**config.mk**
```make
export PLATFORM = sky130hd
export DESIGN_NAME = spdm_sq_stage
export DESIGN_NICKNAME = d
export VERILOG_FILES = /design/src/rtl/core/spdm_pkg.sv /design/src/rtl/core/spdm_sq_stage.sv
export SDC_FILE = /design/constraint.sdc
export NUM_CORES = 2
export LEC_CHECK = 0
export BUFFER_PORTS_ARGS = -buffer_cell sky130_fd_sc_hd__buf_2
export CAP_MARGIN = 0
export CORE_ASPECT_RATIO = 0.8
export CORE_MARGIN = 2
export CORE_UTILIZATION = 60
export DETAILED_ROUTE_END_ITERATION = 10
export GPL_TIMING_DRIVEN = 0
export PLACE_DENSITY = 0.78
export RECOVER_POWER = 50
export SYNTH_ARGS = -nofsm -noshare
export SYNTH_HDL_FRONTEND = slang
export SYNTH_SLANG_ARGS = --single-unit
```
**constraint.sdc**
```tcl
create_clock -name clk_i -period 11.6 [get_ports clk_i]
set_input_delay 1.74 -clock clk_i [delete_from_list [all_inputs] [get_ports clk_i]]
set_output_delay 1.74 -clock clk_i [all_outputs]
set_load 0.01 [all_outputs]
```
**src/rtl/core/spdm_pkg.sv**
```systemverilog
package spdm_pkg;

  localparam int unsigned PEAK_BITS          = 24;
  localparam int unsigned PEAK_FRACTION_BITS = 22;
  localparam int unsigned CHANNEL_BITS       = 8;
  localparam int unsigned SEVEN_BITS         = 7;
  localparam int unsigned CODE_BITS          = 14;
  localparam int unsigned LOG_FRAC_BITS      = 24;
  localparam int unsigned MANT_BITS          = 32;
  localparam int unsigned SHIFT_BITS         = 5;
  localparam int unsigned K_BITS             = 7;
  localparam int unsigned L_BITS             = K_BITS + LOG_FRAC_BITS;
  localparam int unsigned COEF_BITS          = 20;
  localparam int unsigned SLOPE_SPLIT        = 18;
  localparam int unsigned V_BITS             = 64;
  localparam int unsigned V_POINT            = 48;
  localparam int unsigned WHOLE_BITS         = V_BITS - 1 - V_POINT;

  // normalize + one squaring per log2 fraction bit + three scale stages
  localparam int unsigned LATENCY = LOG_FRAC_BITS + 4;

  localparam logic [CODE_BITS-1:0] CODE_MAX = '1;

  localparam logic signed [K_BITS-1:0] K_LOW  = -7'sd16;
  localparam logic signed [K_BITS-1:0] K_HIGH = 7'sd2;

  localparam logic [63:0] SLOPE_Q24 = 64'd25073165058;
  localparam logic signed [COEF_BITS-1:0] SLOPE_LO =
    $signed(COEF_BITS'(SLOPE_Q24 & ((64'd1 << SLOPE_SPLIT) - 64'd1)));
  localparam logic signed [COEF_BITS-1:0] SLOPE_HI =
    $signed(COEF_BITS'(SLOPE_Q24 >> SLOPE_SPLIT));
  localparam logic signed [V_BITS-1:0] OFFSET_Q48 =
    $signed((64'd14893 << 48) + ((64'd7 << 48) / 64'd11));

  typedef struct packed {
    logic [CHANNEL_BITS-1:0] channel_number;
    logic [PEAK_BITS-1:0]    left_peak;
    logic [PEAK_BITS-1:0]    right_peak;
  } peak_in_t;

  typedef struct packed {
    logic [CHANNEL_BITS-1:0] channel_byte;
    logic [SEVEN_BITS-1:0]   left_high_seven;
    logic [SEVEN_BITS-1:0]   left_low_seven;
    logic [SEVEN_BITS-1:0]   right_high_seven;
    logic [SEVEN_BITS-1:0]   right_low_seven;
  } meter_out_t;

  typedef struct packed {
    logic                      zero;
    logic signed [K_BITS-1:0]  k;
    logic [MANT_BITS-1:0]      m;
    logic [LOG_FRAC_BITS-1:0]  frac;
  } lg_t;

endpackage

```
**src/rtl/core/spdm_sq_stage.sv**
```systemverilog
module spdm_sq_stage import spdm_pkg::*; (
  input  logic clk_i,
  input  lg_t  lg_i,
  output lg_t  lg_o
);

  logic [2*MANT_BITS-1:0] sq;
  logic [MANT_BITS:0]     t;
  lg_t                    lg_d;
  lg_t                    lg_q;

  always_comb begin
    sq        = (2*MANT_BITS)'(lg_i.m) * (2*MANT_BITS)'(lg_i.m);
    t         = sq[2*MANT_BITS-1:MANT_BITS-1];
    lg_d      = lg_i;
    lg_d.frac = {lg_i.frac[LOG_FRAC_BITS-2:0], t[MANT_BITS]};
    lg_d.m    = t[MANT_BITS] ? t[MANT_BITS:1] : t[MANT_BITS-1:0];
  end

  always_ff @(posedge clk_i) begin
    lg_q <= lg_d;
  end

  assign lg_o = lg_q;

endmodule

```
==> results.cfg <==
[outcome]
outcome = finished with violations
violations = negative setup slack

[logic_synthesis]
synthXorXnorAreaFrac = 0.0224
yosysTopAreaCell = fa_1
syn_inst = 3252
async_flop_share = 0
synthAdderAreaFrac = 0.635
synth-simple-area-share = 0.105
ys_seq_area_frac = 0.0415
synth_fp_nets = 4408
synth-compound-area-share = 0.0480
synth_top_family_by_area = adder cells
synth_mux_area_frac = 0.0135
synth_area_leaders = fa_1, ha_1, inv_1
synthFlopType = dfxtp_1
yosys.area.top_type_share = 0.513
netlist_area_um2 = 30900
synth.distinct_cells = 63
avgSynthCellArea_um2 = 9.49
synth_edf_count = 0
ys_ff_latch = 64
synth_warnings = 0

[sta]
relSlewSlack = 0.162
max_freq_mhz = 86.1
hold_violations = 0
rsz0062_at_grt = no
period_share = 1.00
worstMarginPinSlew_ps = 1260
finalSetupViolCount = 2
finalWorstPathRequiredPeriod_ps = 11610
layout_setup_ws_ps = -14.6
slew_violations = 0
hold_ws_ps = 1520

[routing]
vias = 22737
dr.pass1.iters = 7
wl_um = 91100
vias_per_cell = 5.58
drt_iter0_drc = 2209
route.detailed.drc = 0
ant_nets = 0
routedWlPerCell_um = 22.3

[critical_path]
cp_max_fo = 10
startpoint_type = input port
required_ps = 11810
crit_type = input port to flip-flop
cp.arrival_ps = 11820
crit_path_end_kind = flip-flop

[job]
maxCapViolations = 0

[placed_design]
dp_cells = 4059
finalWeightedCongestion = 1.03
port_buffers = 123
dpl.hpwl_um = 75500

[floorplanning]
die_area_um2 = 53300
io_pins = 129
die-width_um = 258
initial_utilization = 0.606
die_y_um = 207
core_region_area_um2 = 50900
row_count = 74

[worst_hold_path]
min_path_type = input port to flip-flop

[clock_network]
cts_buffers = 9
cts.sinks = 64
cts_max_level = 3
clockBufferDepth = 2
root_buffer = clkbuf_16
cts_tree = built
cts_setup_buffers = 0
clkTransAtPathRegs_ps = 50

[grt]
use_met2 = 0.563
antenna_found_initial = 6
met1_usage = 0.476
grt_start_max_net_pins = 11
overflow = 0
grt_pass1_wl_um = 141000
busiest_layer = met2
grt_pass1_vias = 24307
met3_usage = 0.0944
gr-usage-all-layers = 0.360

[final_layout]
area_delta_synth_final_pct = 5.69
drive_above_1_share = 0.0466
largest_reg_flops = 64
fin_nets = 4542
final_cell_mix = inv_1, fa_1, ha_1, nand2_1, and2_1
layout_commonest_cell = inv_1
final_cells = 4078
critical path, stage by stage:
cell and delay, ps:
buf_2 120, clkbuf_1 840, clkbuf_1 820, nand2_1 170
fa_1 580, inv_1 100, fa_1 500, inv_1 60
fa_1 450, fa_1 550, inv_1 60, fa_1 600
fa_1 450, fa_1 520, fa_1 420, ha_1 390
and4_1 450, nand3_1 300, nand2b_1 370, o211ai_1 510
a32oi_1 470, o211ai_1 530, o21ai_1 190, o21ai_0 220
xor2_1 110, mux2_4 270
layout make-up:
cell class | instances | area (µm²)
timing repair buffer | 123 | 574
sequential | 64 | 1280
multi-input combinational | 2084 | 25400
clock buffer | 13 | 270
tap | 684 | 856
buffer | 126 | 522
antenna | 4 | 10.0
clock inverter | 2 | 37.5
inverter | 978 | 3670
fill | 4244 | 18300
cell usage after synthesis (3+ instances only):
cell type / instances
o21ai_1: 4
clkbuf_1: 118
nor4_1: 4
nor2b_1: 11
mux2i_1: 13
and3_1: 8
o21a_1: 5
o21ai_0: 37
nand2_1: 283
fa_1: 791
nand4_1: 19
nand2b_1: 6
nor2_1: 53
nand3_1: 13
dfxtp_1: 64
mux2_2: 4
or2_2: 7
a21oi_1: 69
mux2_4: 16
o211ai_1: 5
buf_6: 3
and2_1: 228
a31o_2: 12
a211oi_1: 5
a21o_1: 38
ha_1: 300
o21bai_1: 9
inv_1: 977
a41oi_1: 3
nor3_1: 10
a211o_1: 6
a31oi_1: 18
xor2_1: 40
xnor2_1: 39
routing by layer:
layer,share of wire,up-vias,wire length (µm)
met5,0.00014,-,13
li1,-,9723,-
met3,0.13,285,11600
met1,0.37,11384,33600
met4,0.059,2,5370
met2,0.44,1343,40400
worst paths after layout:
check	depth (start not counted)	slack [ps]	startpoint	endpoint
max	26	-10	lg_i[39]	lg_o[51]
min	1	1520	lg_i[63]	lg_o[63]
stage by stage:
step           setup WS (ps)   util  area (µm²)  TNS [ps]
5_1_grt                 16.1  0.640       32600         0
3_5_place_dp            -127  0.635       32300     -1680
4_1_cts                  191  0.641       32600         0
2_1_floorplan           2360      -       30900         0
3_3_place_gp            -125  0.635       32300     -1610
6_report               -14.6  0.641       32600     -16.6
timing repair:
action                                  4_1_cts  5_1_grt
hold buffers                                  0        0
endpoints found under the setup margin        0       32
gates resized for setup                       0       12
cell families after synthesis:
kind of cell	after synthesis
AND/OR/NAND/NOR	652
adder cells (fa/ha/maj)	1091
flip-flops	64
buffers and inverters	1104
XOR/XNOR	79
AO/OA/AOI/OAI	229
multiplexers	33
Power is left out: the tool's default activity adds up to more than one toggle a clock period on the data nets, which glitch-free logic cannot reach.
