File: config.mk
export PLATFORM = sky130hd
export DESIGN_NAME = spdm_norm
export DESIGN_NICKNAME = d
export VERILOG_FILES = /design/src/rtl/core/spdm_pkg.sv /design/src/rtl/core/spdm_norm.sv
export SDC_FILE = /design/constraint.sdc
export NUM_CORES = 1
export LEC_CHECK = 0
export ABC_CLOCK_PERIOD_IN_PS = 8400
export BUFFER_PORTS_ARGS = -buffer_cell sky130_fd_sc_hd__buf_2
export CAP_MARGIN = 0
export CORE_MARGIN = 5
export CORE_UTILIZATION = 53
export CTS_CLUSTER_DIAMETER = 100
export DETAILED_ROUTE_END_ITERATION = 10
export PLACE_DENSITY = 0.86
export SYNTH_ARGS = -nofsm -noshare
export SYNTH_HDL_FRONTEND = slang
export SYNTH_SLANG_ARGS = --single-unit
export TNS_END_PERCENT = 30
File: constraint.sdc
create_clock -name clk_i -period 8.4 [get_ports clk_i]
set_input_delay 2.1 -clock clk_i [delete_from_list [all_inputs] [get_ports clk_i]]
set_output_delay 2.1 -clock clk_i [all_outputs]
set_load 0.05 [all_outputs]
File: src/rtl/core/spdm_pkg.sv
package spdm_pkg;

  localparam int unsigned PEAK_BITS          = 24;
  localparam int unsigned PEAK_FRACTION_BITS = 22;
  localparam int unsigned CHANNEL_BITS       = 8;
  localparam int unsigned SEVEN_BITS         = 7;
  localparam int unsigned CODE_BITS          = 14;
  localparam int unsigned LOG_FRAC_BITS      = 24;
  localparam int unsigned MANT_BITS          = 32;
  localparam int unsigned SHIFT_BITS         = 5;
  localparam int unsigned K_BITS             = 7;
  localparam int unsigned L_BITS             = K_BITS + LOG_FRAC_BITS;
  localparam int unsigned COEF_BITS          = 20;
  localparam int unsigned SLOPE_SPLIT        = 18;
  localparam int unsigned V_BITS             = 64;
  localparam int unsigned V_POINT            = 48;
  localparam int unsigned WHOLE_BITS         = V_BITS - 1 - V_POINT;

  // normalize + one squaring per log2 fraction bit + three scale stages
  localparam int unsigned LATENCY = LOG_FRAC_BITS + 4;

  localparam logic [CODE_BITS-1:0] CODE_MAX = '1;

  localparam logic signed [K_BITS-1:0] K_LOW  = -7'sd16;
  localparam logic signed [K_BITS-1:0] K_HIGH = 7'sd2;

  localparam logic [63:0] SLOPE_Q24 = 64'd25073165058;
  localparam logic signed [COEF_BITS-1:0] SLOPE_LO =
    $signed(COEF_BITS'(SLOPE_Q24 & ((64'd1 << SLOPE_SPLIT) - 64'd1)));
  localparam logic signed [COEF_BITS-1:0] SLOPE_HI =
    $signed(COEF_BITS'(SLOPE_Q24 >> SLOPE_SPLIT));
  localparam logic signed [V_BITS-1:0] OFFSET_Q48 =
    $signed((64'd14893 << 48) + ((64'd7 << 48) / 64'd11));

  typedef struct packed {
    logic [CHANNEL_BITS-1:0] channel_number;
    logic [PEAK_BITS-1:0]    left_peak;
    logic [PEAK_BITS-1:0]    right_peak;
  } peak_in_t;

  typedef struct packed {
    logic [CHANNEL_BITS-1:0] channel_byte;
    logic [SEVEN_BITS-1:0]   left_high_seven;
    logic [SEVEN_BITS-1:0]   left_low_seven;
    logic [SEVEN_BITS-1:0]   right_high_seven;
    logic [SEVEN_BITS-1:0]   right_low_seven;
  } meter_out_t;

  typedef struct packed {
    logic                      zero;
    logic signed [K_BITS-1:0]  k;
    logic [MANT_BITS-1:0]      m;
    logic [LOG_FRAC_BITS-1:0]  frac;
  } lg_t;

endpackage

File: src/rtl/core/spdm_norm.sv
module spdm_norm import spdm_pkg::*; (
  input  logic                 clk_i,
  input  logic [PEAK_BITS-1:0] peak_i,
  output lg_t                  lg_o
);

  logic [SHIFT_BITS-1:0] e;
  lg_t                   lg_d;
  lg_t                   lg_q;

  always_comb begin
    e = '0;
    for (int i = 0; i < PEAK_BITS; i++) begin
      if (peak_i[i]) begin
        e = SHIFT_BITS'(i);
      end
    end
    lg_d.zero = (peak_i == '0);
    lg_d.k    = $signed({{(K_BITS - SHIFT_BITS){1'b0}}, e}) - K_BITS'(PEAK_FRACTION_BITS);
    lg_d.m    = MANT_BITS'(peak_i) << (SHIFT_BITS'(MANT_BITS - 1) - e);
    lg_d.frac = '0;
  end

  always_ff @(posedge clk_i) begin
    lg_q <= lg_d;
  end

  assign lg_o = lg_q;

endmodule

==> qor.csv <==
stage,metric,value,unit
run_status,status,"finished, final reports clean",
synth,synth_top_family_by_area,multiplexers,
clock_network,cts_tree,built,
routing,drt_iter0_markers,242,
finish,fillCellCount,384,
sta,setup_tns,0,ps
finish,final_cells,383,
clock_network,htreeDepth,2,
sta,hold_viol,0,
synth,syn_inst,263,
finish,seqCellArea,781,um2
placement,placed_cell_area,2680,um2
finish,antenna_cells,0,
global_routing,grt_pass1_wl,9.79,mm
routing,ant_nets,0,
sta,slew_violations,0,
finish,design_area,2800,um2
die,initial_core_util,55.3,%
power_and_ir_drop,p_leak,1.39,nW
sta,tightest_slew,1090,ps
sta,fmax,212,MHz
die,core,4380,um2
placement,place_worst_setup_slack,3440,ps
synth,synth_edf_count,0,
critical_path,worstSetupEndpointType,flip-flop,
synth,ys_warn_count,0,
synth,synth_area_leaders,"dfxtp_1 (32%), mux2i_1 (19%), buf_4 (8.7%), nor2_1 (3.9%), mux2_2 (3.3%)",
sta,fin_crit,4720,ps
synth,synth.distinct_cells,55,
routing,routedWlPerCell,15.6,um
synth,postSynthAreaPerCell,9.21,um2
synth,synthMuxAreaShare,22.7,%
critical_path,arrival,4850,ps
sta,max-slew-margin-rel,27.5,%
synth,synth_compound_area_share,19.1,%
die,rows,24,
power_and_ir_drop,power.total,0.562,mW
die,die_height,77.6,um
critical_path,startpoint_type,input pin,
run,max_cap_viol_count,0,
min_path,hold_class,in -> reg,
routing,firstDrtPassIters,4,
global_routing,grt_max_degree,36,
synth,synthAdderAreaFrac,0.517,%
critical_path,crit_type,in -> reg,
global_routing,grt_overflow,0,
clock_network,cts_buffer_depth,2,
synth,synth_area,2420,um2
clock_network,root_buffer,clkbuf_8,
finish,multiInputGateArea,1470,um2
routing,wl,5.97,mm
routing,routed-via-count,2147,
placement,dp_cells,375,
global_routing,grt_pass1_vias,2026,
min_path,hold-path-cell-count,3,
sta,rsz0062_at_grt,false,
synth,ys_seq_area_share,32.2,%
power_and_ir_drop,vdd_drop_max,99.0,uV
routing,viasPerCell,5.61,
clock_network,cts_sinks,39,
finish,syn_to_final_growth,15.4,%
routing,drc,0,
placement,place_hpwl,4.68,mm
critical_path,crit_fanout,35,
finish,largest_reg_flops,39,
synth,synth_ff_type,dfxtp_1,
synth,async_flop_share,0,%
sta,timing.final.ws_setup,3680,ps
global_routing,antenna_found_initial,0,
clock_network,ctsHoldBuffers,0,
synth,synth-simple-area-share,13.1,%
critical_path,worstPathRequired,8530,ps
finish,drive_gt1_share,27.2,%
clock_network,clk_pin_slew,70,ps
synth,synth_top_area_cell,dfxtp_1,
placement,portBuffers,64,
synth,yosys.area_share.xor_xnor,0.362,%
synth,ys_ff_latch,39,
die,dieArea,6020,um2
finish,nets,356,
clock_network,cts_resized,0,
clock_network,numCtsBuffers,5,
global_routing,grt_usage,19.8,%
sta,setup_viol,0,
die,die_x,77.6,um
power_and_ir_drop,power_density,201,nW/um2
sta,fin_crit_sh,56.2,%
placement,gp_congestion,0.951,
die,io_pins,89,
clock_network,post-cts-setup-buffers,0,
synth,synth_top_area_share,32.2,%
-- logic make-up after synthesis --
family,count (synthesis)
adder cells (fa/ha/maj),1
buffers and inverters,43
AND/OR/NAND/NOR,64
XOR/XNOR,1
flip-flops,39
AO/OA/AOI/OAI,60
multiplexers,54
other,1
-- placed cells by master (no fill, tap or decap), types with 3 or more instances in the layout --
cell	count
a211oi_1	3
a21o_1	3
a21oi_1	5
and2_1	5
buf_2	64
clkbuf_8	6
conb_1	32
dfxtp_1	39
inv_1	6
mux2_2	7
mux2i_1	47
nand2_1	13
nand3_1	5
nor2_1	25
nor3_1	3
nor4_1	3
o211ai_1	4
o21ai_0	10
o22ai_1	4
-- layout make-up --
| class | instances | share of cell area, % |
|---|---|---|
| clock buffers | 6 | 2.95 |
| clock inverters | 2 | 1.25 |
| inverters | 7 | 1.12 |
| multi-input cells | 212 | 52.7 |
| flip-flops and latches | 39 | 27.9 |
| well taps | 52 | 2.33 |
| repair buffers | 65 | 11.7 |
-- metal layers --
metal	vias to the layer above	GRT usage, %	routed length, um
li1	1037	-	-
met4	0	7.22	116
met1	968	26.1	2460
met5	-	0	0
met2	128	32.1	2820
met3	14	3.59	566
-- metrics by stage --
stage | hold slack (ps) | utilization (%)
finish | 2160 | 63.8
global route | 2160 | 63.8
CTS | 2140 | 63.8
detailed placement | 2440 | 61.1
global placement | 2440 | 61.1
floorplan | 2250 | -
-- final timing paths --
check                      from                  end  slack [ps]
worst max-delay path  peak_i[2]     lg_o[52]$_DFF_P_        3680
worst min-delay path  peak_i[0]  lg_o[32]$_SDFF_PP0_        2160
-- synth_stat cells (2+ instances only) --
cell type and instances:
a21oi_1 5, buf_2 4, o311ai_0 2, mux2i_1 47
o211ai_1 4, and2_1 5, a2bb2oi_1 2, clkbuf_1 3
dfxtp_1 39, nand2b_1 2, a21boi_0 2, o21a_1 2
a211oi_1 3, nor3_1 3, mux2_2 7, a21o_1 3
a221oi_1 2, a31oi_1 2, or3_1 2, nor4_1 3
o211a_1 2, buf_4 28, nor2_1 25, inv_1 6
a22o_1 2, o21ai_0 10, nand3_1 5, nand2_1 13
o22ai_1 4
-- power by group --
group / internal, mW / total (mW) / leakage [nW] / switching (mW)
combinational: 0.0512 / 0.203 / 1.00 / 0.152
sequential: 0.203 / 0.207 / 0.328 / 0.00379
clock: 0.0959 / 0.152 / 0.0612 / 0.0556
total: 0.351 / 0.562 / 1.39 / 0.211
-- worst max-delay path: stages --
cell	delay, ps
buf_2	130
nand2b_1	140
a221oi_1	330
o211ai_1	220
a22oi_4	870
mux2_2	420
a311oi_1	460
a221oi_1	170
(Power assumes the default switching activity.)
