==> src/rtl/core/spdm_pkg.sv <==
package spdm_pkg;

  localparam int unsigned PEAK_BITS          = 24;
  localparam int unsigned PEAK_FRACTION_BITS = 22;
  localparam int unsigned CHANNEL_BITS       = 8;
  localparam int unsigned SEVEN_BITS         = 7;
  localparam int unsigned CODE_BITS          = 14;
  localparam int unsigned LOG_FRAC_BITS      = 24;
  localparam int unsigned MANT_BITS          = 32;
  localparam int unsigned SHIFT_BITS         = 5;
  localparam int unsigned K_BITS             = 7;
  localparam int unsigned L_BITS             = K_BITS + LOG_FRAC_BITS;
  localparam int unsigned COEF_BITS          = 20;
  localparam int unsigned SLOPE_SPLIT        = 18;
  localparam int unsigned V_BITS             = 64;
  localparam int unsigned V_POINT            = 48;
  localparam int unsigned WHOLE_BITS         = V_BITS - 1 - V_POINT;

  // normalize + one squaring per log2 fraction bit + three scale stages
  localparam int unsigned LATENCY = LOG_FRAC_BITS + 4;

  localparam logic [CODE_BITS-1:0] CODE_MAX = '1;

  localparam logic signed [K_BITS-1:0] K_LOW  = -7'sd16;
  localparam logic signed [K_BITS-1:0] K_HIGH = 7'sd2;

  localparam logic [63:0] SLOPE_Q24 = 64'd25073165058;
  localparam logic signed [COEF_BITS-1:0] SLOPE_LO =
    $signed(COEF_BITS'(SLOPE_Q24 & ((64'd1 << SLOPE_SPLIT) - 64'd1)));
  localparam logic signed [COEF_BITS-1:0] SLOPE_HI =
    $signed(COEF_BITS'(SLOPE_Q24 >> SLOPE_SPLIT));
  localparam logic signed [V_BITS-1:0] OFFSET_Q48 =
    $signed((64'd14893 << 48) + ((64'd7 << 48) / 64'd11));

  typedef struct packed {
    logic [CHANNEL_BITS-1:0] channel_number;
    logic [PEAK_BITS-1:0]    left_peak;
    logic [PEAK_BITS-1:0]    right_peak;
  } peak_in_t;

  typedef struct packed {
    logic [CHANNEL_BITS-1:0] channel_byte;
    logic [SEVEN_BITS-1:0]   left_high_seven;
    logic [SEVEN_BITS-1:0]   left_low_seven;
    logic [SEVEN_BITS-1:0]   right_high_seven;
    logic [SEVEN_BITS-1:0]   right_low_seven;
  } meter_out_t;

  typedef struct packed {
    logic                      zero;
    logic signed [K_BITS-1:0]  k;
    logic [MANT_BITS-1:0]      m;
    logic [LOG_FRAC_BITS-1:0]  frac;
  } lg_t;

endpackage

==> src/rtl/core/spdm_scale.sv <==
module spdm_scale import spdm_pkg::*; (
  input  logic                 clk_i,
  input  lg_t                  lg_i,
  output logic [CODE_BITS-1:0] code_o
);

  typedef struct packed {
    logic zero;
    logic full;
  } force_t;

  logic signed [K_BITS-1:0]          k;
  force_t                            frc_d, frc1_q, frc2_q;
  logic signed [L_BITS-1:0]          l_d, l_q;
  logic signed [L_BITS+COEF_BITS-1:0] plo_d, plo_q;
  logic signed [V_BITS-1:0]          phi;
  logic signed [V_BITS-1:0]          p_d, p_q;
  logic signed [V_BITS-1:0]          v;
  logic [WHOLE_BITS-1:0]             whole;
  logic [CODE_BITS-1:0]              code_d, code_q;

  always_comb begin
    k          = lg_i.k;
    frc_d.zero = lg_i.zero || (k < K_LOW);
    frc_d.full = !lg_i.zero && (k >= K_HIGH);
    l_d        = $signed({lg_i.k, lg_i.frac});
    plo_d      = l_d * SLOPE_LO;
  end

  always_comb begin
    phi = l_q * SLOPE_HI;
    p_d = (phi <<< SLOPE_SPLIT) + V_BITS'(plo_q);
  end

  always_comb begin
    v     = p_q + OFFSET_Q48;
    whole = v[V_BITS-2:V_POINT];
    if (frc2_q.zero) begin
      code_d = '0;
    end else if (frc2_q.full) begin
      code_d = CODE_MAX;
    end else if (v[V_BITS-1]) begin
      code_d = '0;
    end else if (whole > WHOLE_BITS'(CODE_MAX)) begin
      code_d = CODE_MAX;
    end else begin
      code_d = whole[CODE_BITS-1:0];
    end
  end

  always_ff @(posedge clk_i) begin
    frc1_q <= frc_d;
    l_q    <= l_d;
    plo_q  <= plo_d;
    frc2_q <= frc1_q;
    p_q    <= p_d;
    code_q <= code_d;
  end

  assign code_o = code_q;

endmodule

==> config.mk <==
export PLATFORM = sky130hd
export DESIGN_NAME = spdm_scale
export DESIGN_NICKNAME = d
export VERILOG_FILES = /design/src/rtl/core/spdm_pkg.sv /design/src/rtl/core/spdm_scale.sv
export SDC_FILE = /design/constraint.sdc
export NUM_CORES = 1
export LEC_CHECK = 0
export ABC_AREA = 1
export BUFFER_PORTS_ARGS = -buffer_cell sky130_fd_sc_hd__buf_2
export CAP_MARGIN = 20
export CORE_MARGIN = 4
export CORE_UTILIZATION = 38
export DETAILED_ROUTE_END_ITERATION = 10
export PLACE_DENSITY_LB_ADDON = 0.05
export SYNTH_ARGS = -nofsm -noshare
export SYNTH_HDL_FRONTEND = slang
export SYNTH_SLANG_ARGS = --single-unit
==> constraint.sdc <==
create_clock -name clk_i -period 6.5 [get_ports clk_i]
set_clock_uncertainty 0.1 [all_clocks]
set_input_delay 0.975 -clock clk_i [delete_from_list [all_inputs] [get_ports clk_i]]
set_output_delay 0.975 -clock clk_i [all_outputs]
set_load 0.02 [all_outputs]
==> flow_summary_export.csv <==
group,metric,value,unit
outcome,status,"finished, final reports clean",
layout,multiInputGateArea,0.0258,mm²
route,drt_pass1_iterations,5,
clock_network,insertion_delay,0.49,ns
yosys,syn-mean-instance-area,7.82,µm²
floorplanning,dieArea,0.0790,mm²
yosys,ys_types,48,
worst_hold_path,holdPathStages,0,
worst_setup_path,crit_top_cell,"fa_1",
yosys,ys_ff_latch,154,
global_routing,grt_overflow,0,
route,routedWlPerCell,18.3,µm
yosys,synthFlopType,"dfxtp_1",
worst_hold_path,hp-start,"plo_q[15]",
layout,final-seq-area,0.00316,mm²
worst_setup_path,worstSetupStartpointType,"register",
layout,final_common_cell,"inv_1",
layout,drive_gt1_frac,0.304,
worst_setup_path,crit_required,6.77,ns
layout,utilization,0.520,
yosys,synth_edf_count,0,
worst_hold_path,min_to,"p_q[15]",
global_routing,grt_pass1_wl,146000,µm
worst_setup_path,critPathCaptureType,"register",
sta,setup_viol,0,
yosys,synth_nets,4527,
placement,postPlaceCellArea,0.0331,mm²
floorplanning,io_pins,79,
yosys,syn_area,0.0283,mm²
global_routing,antenna_found_initial,1,
worst_setup_path,worstReg2RegEnd,"p_q[58]",
sta,final_max_slew_viol_count,0,
clock_network,cts-root-buf,"clkbuf_16",
worst_setup_path,reg2reg_depth,29,
route,drtIter0Drc,1292,
layout,fillers,7169,
placement,place_inst,5041,
sta,rsz0062_at_grt,"yes",
placement,io_buffer_count,46,
placement,dp_slack,-0.680,ns
placement,gp_congestion,0.939,
floorplanning,coreArea,0.0735,mm²
yosys,yosysSeqAreaShare,0.109,
floorplanning,start_util,0.386,
yosys,async_reset_ff_frac,0,
layout,final-instance-count-excl-fill,5157,
placement,dp_hpwl,82800,µm
floorplanning,rows,99,
layout,nets,5089,
yosys,yosys_warnings,0,
worst_setup_path,crit_slowest_cell,"fa_1",
worst_setup_path,cpPeakStageDelay,0.57,ns
clock_network,cts_inserted_buffers,17,
sta,maxSlewHeadroom,0.125,
clock_network,cts_max_level,4,
sta,layout_setup_ws,0.0248,ns
sta,final.period_utilization,0.996,
layout,final_area,0.0382,mm²
job,maxCapViolCount,0,
worst_setup_path,cp_max_fo,4,
route,ant_nets,0,
worst_setup_path,rrSetupSlack,0.02,ns
layout,diodes,0,
floorplanning,die_w,281,µm
global_routing,grt_pass1_vias,26021,
clock_network,cts_buffer_depth,2,
sta,worst_pin_slew,1.31,ns
worst_hold_path,worstHoldPathType,"register to register",
route,drcViolationCount,0,
route,drt_wl_total,94600,µm
route,vias,25045,
clock_network,path_clk_slew,0.06,ns
worst_setup_path,worstPathArrival,6.74,ns
clock_network,tritoncts,"done",
clock_network,cts_sinks,154,
layout,mostFrequentLayoutCells,"inv_1, nand2_1, buf_4",
sta,hold_viol,0,
layout,area_growth,34.9,%
sta,post-route-min-period,6.48,ns
route,vias_per_cell,4.86,
worst_setup_path,path_class,"register to register",
worst_setup_path,worstReg2RegStart,"l_q[8]",
sta,fmax,154,MHz
global_routing,grt_usage,0.243,
floorplanning,die_height,281,µm
global_routing,grt_max_degree,41,
yosys,syn-instance-count,3624,
[timing repair]
item                       in CTS  in global routing
pin swaps                     245                274
buffers inserted               52                 39
gates resized for setup       492                411
setup endpoints to repair      28                 29
hold buffers                    0                  0
[final cells by class]
class,count,share of cell area
Inverter,815,0.0804
Tap cell,959,0.0314
Timing Repair Buffer,551,0.116
Clock inverter,14,0.00406
Clock buffer,17,0.0111
Multi-Input combinational cell,2647,0.674
Sequential cell,154,0.0828
[flip-flops by register name, indices dropped and copies added (netlist names)]
name / flops
code_o: 14
frc1_q: 2
frc2_q: 2
l_q: 31
p_q: 63
plo_q: 42
[per-stage QoR]
stage | TNS [ns] | hold slack (ns)
after floorplan | 0 | 0.210
after global placement | -11.86 | 0.212
after detailed placement | -12.21 | 0.212
after CTS | -0.0170 | 0.227
after global routing | -2.49 | 0.239
final | 0 | 0.228
[cells in the mapped netlist, types with 28 or more instances]
cell type    n  area (µm²)
a21o_1      28         210
a21oi_1    169         846
a31oi_1     31         194
dfxtp_1    154        3080
fa_1       358        7170
ha_1       480        6010
inv_1      800        3000
nand2_1    608        2280
nand3_1    140         701
nand4_1     37         231
nor2_1     335        1260
nor3_1      42         210
o21ai_0    114         571
o21bai_1    28         210
xnor2_1     40         350
xor2_1     100         876
[worst max-delay path, delay by kind of cell, from the launching register on]
kind | cells | cell delay, ns
adder cells (fa/ha/maj) | 8 | 3.41
AND/OR/NAND/NOR | 8 | 0.96
AO/OA/AOI/OAI | 5 | 0.64
buffers and inverters | 6 | 0.47
XOR/XNOR | 2 | 0.42
flip-flops | 1 | 0.38
[how the worst max path moves through the flow]
stage	startpoint	cells after the start	slack [ns]	end
after CTS	l_q[10]	30	-0.02	p_q[58]
after floorplan	l_q[13]	27	0.07	p_q[57]
after global placement	l_q[8]	25	-0.66	p_q[58]
final	l_q[8]	29	0.02	p_q[58]
after detailed placement	l_q[8]	30	-0.68	p_q[58]
after global routing	l_q[8]	29	-0.21	p_q[58]
[per-layer routing]
metal  routed length, µm  GRT usage  vias to the layer above  share of wire
met4                2780     0.0642                        0          0.029
met2               43000      0.400                      391           0.45
li1                    -          -                    12494              -
met1               46100      0.343                    12058           0.49
met3                2720     0.0228                      102          0.029
met5                   0          0                        -              0
[cells by family after synthesis]
group,Yosys count,synth area share
flops,154,0.109
simple gates,1236,0.184
xor+xnor,140,0.0433
buf+inv,823,0.110
fa+ha+maj,838,0.465
compound gates,433,0.0885
Power is not shown: default switching activity piles up to over one toggle a cycle in this logic, so the estimate is an artifact.
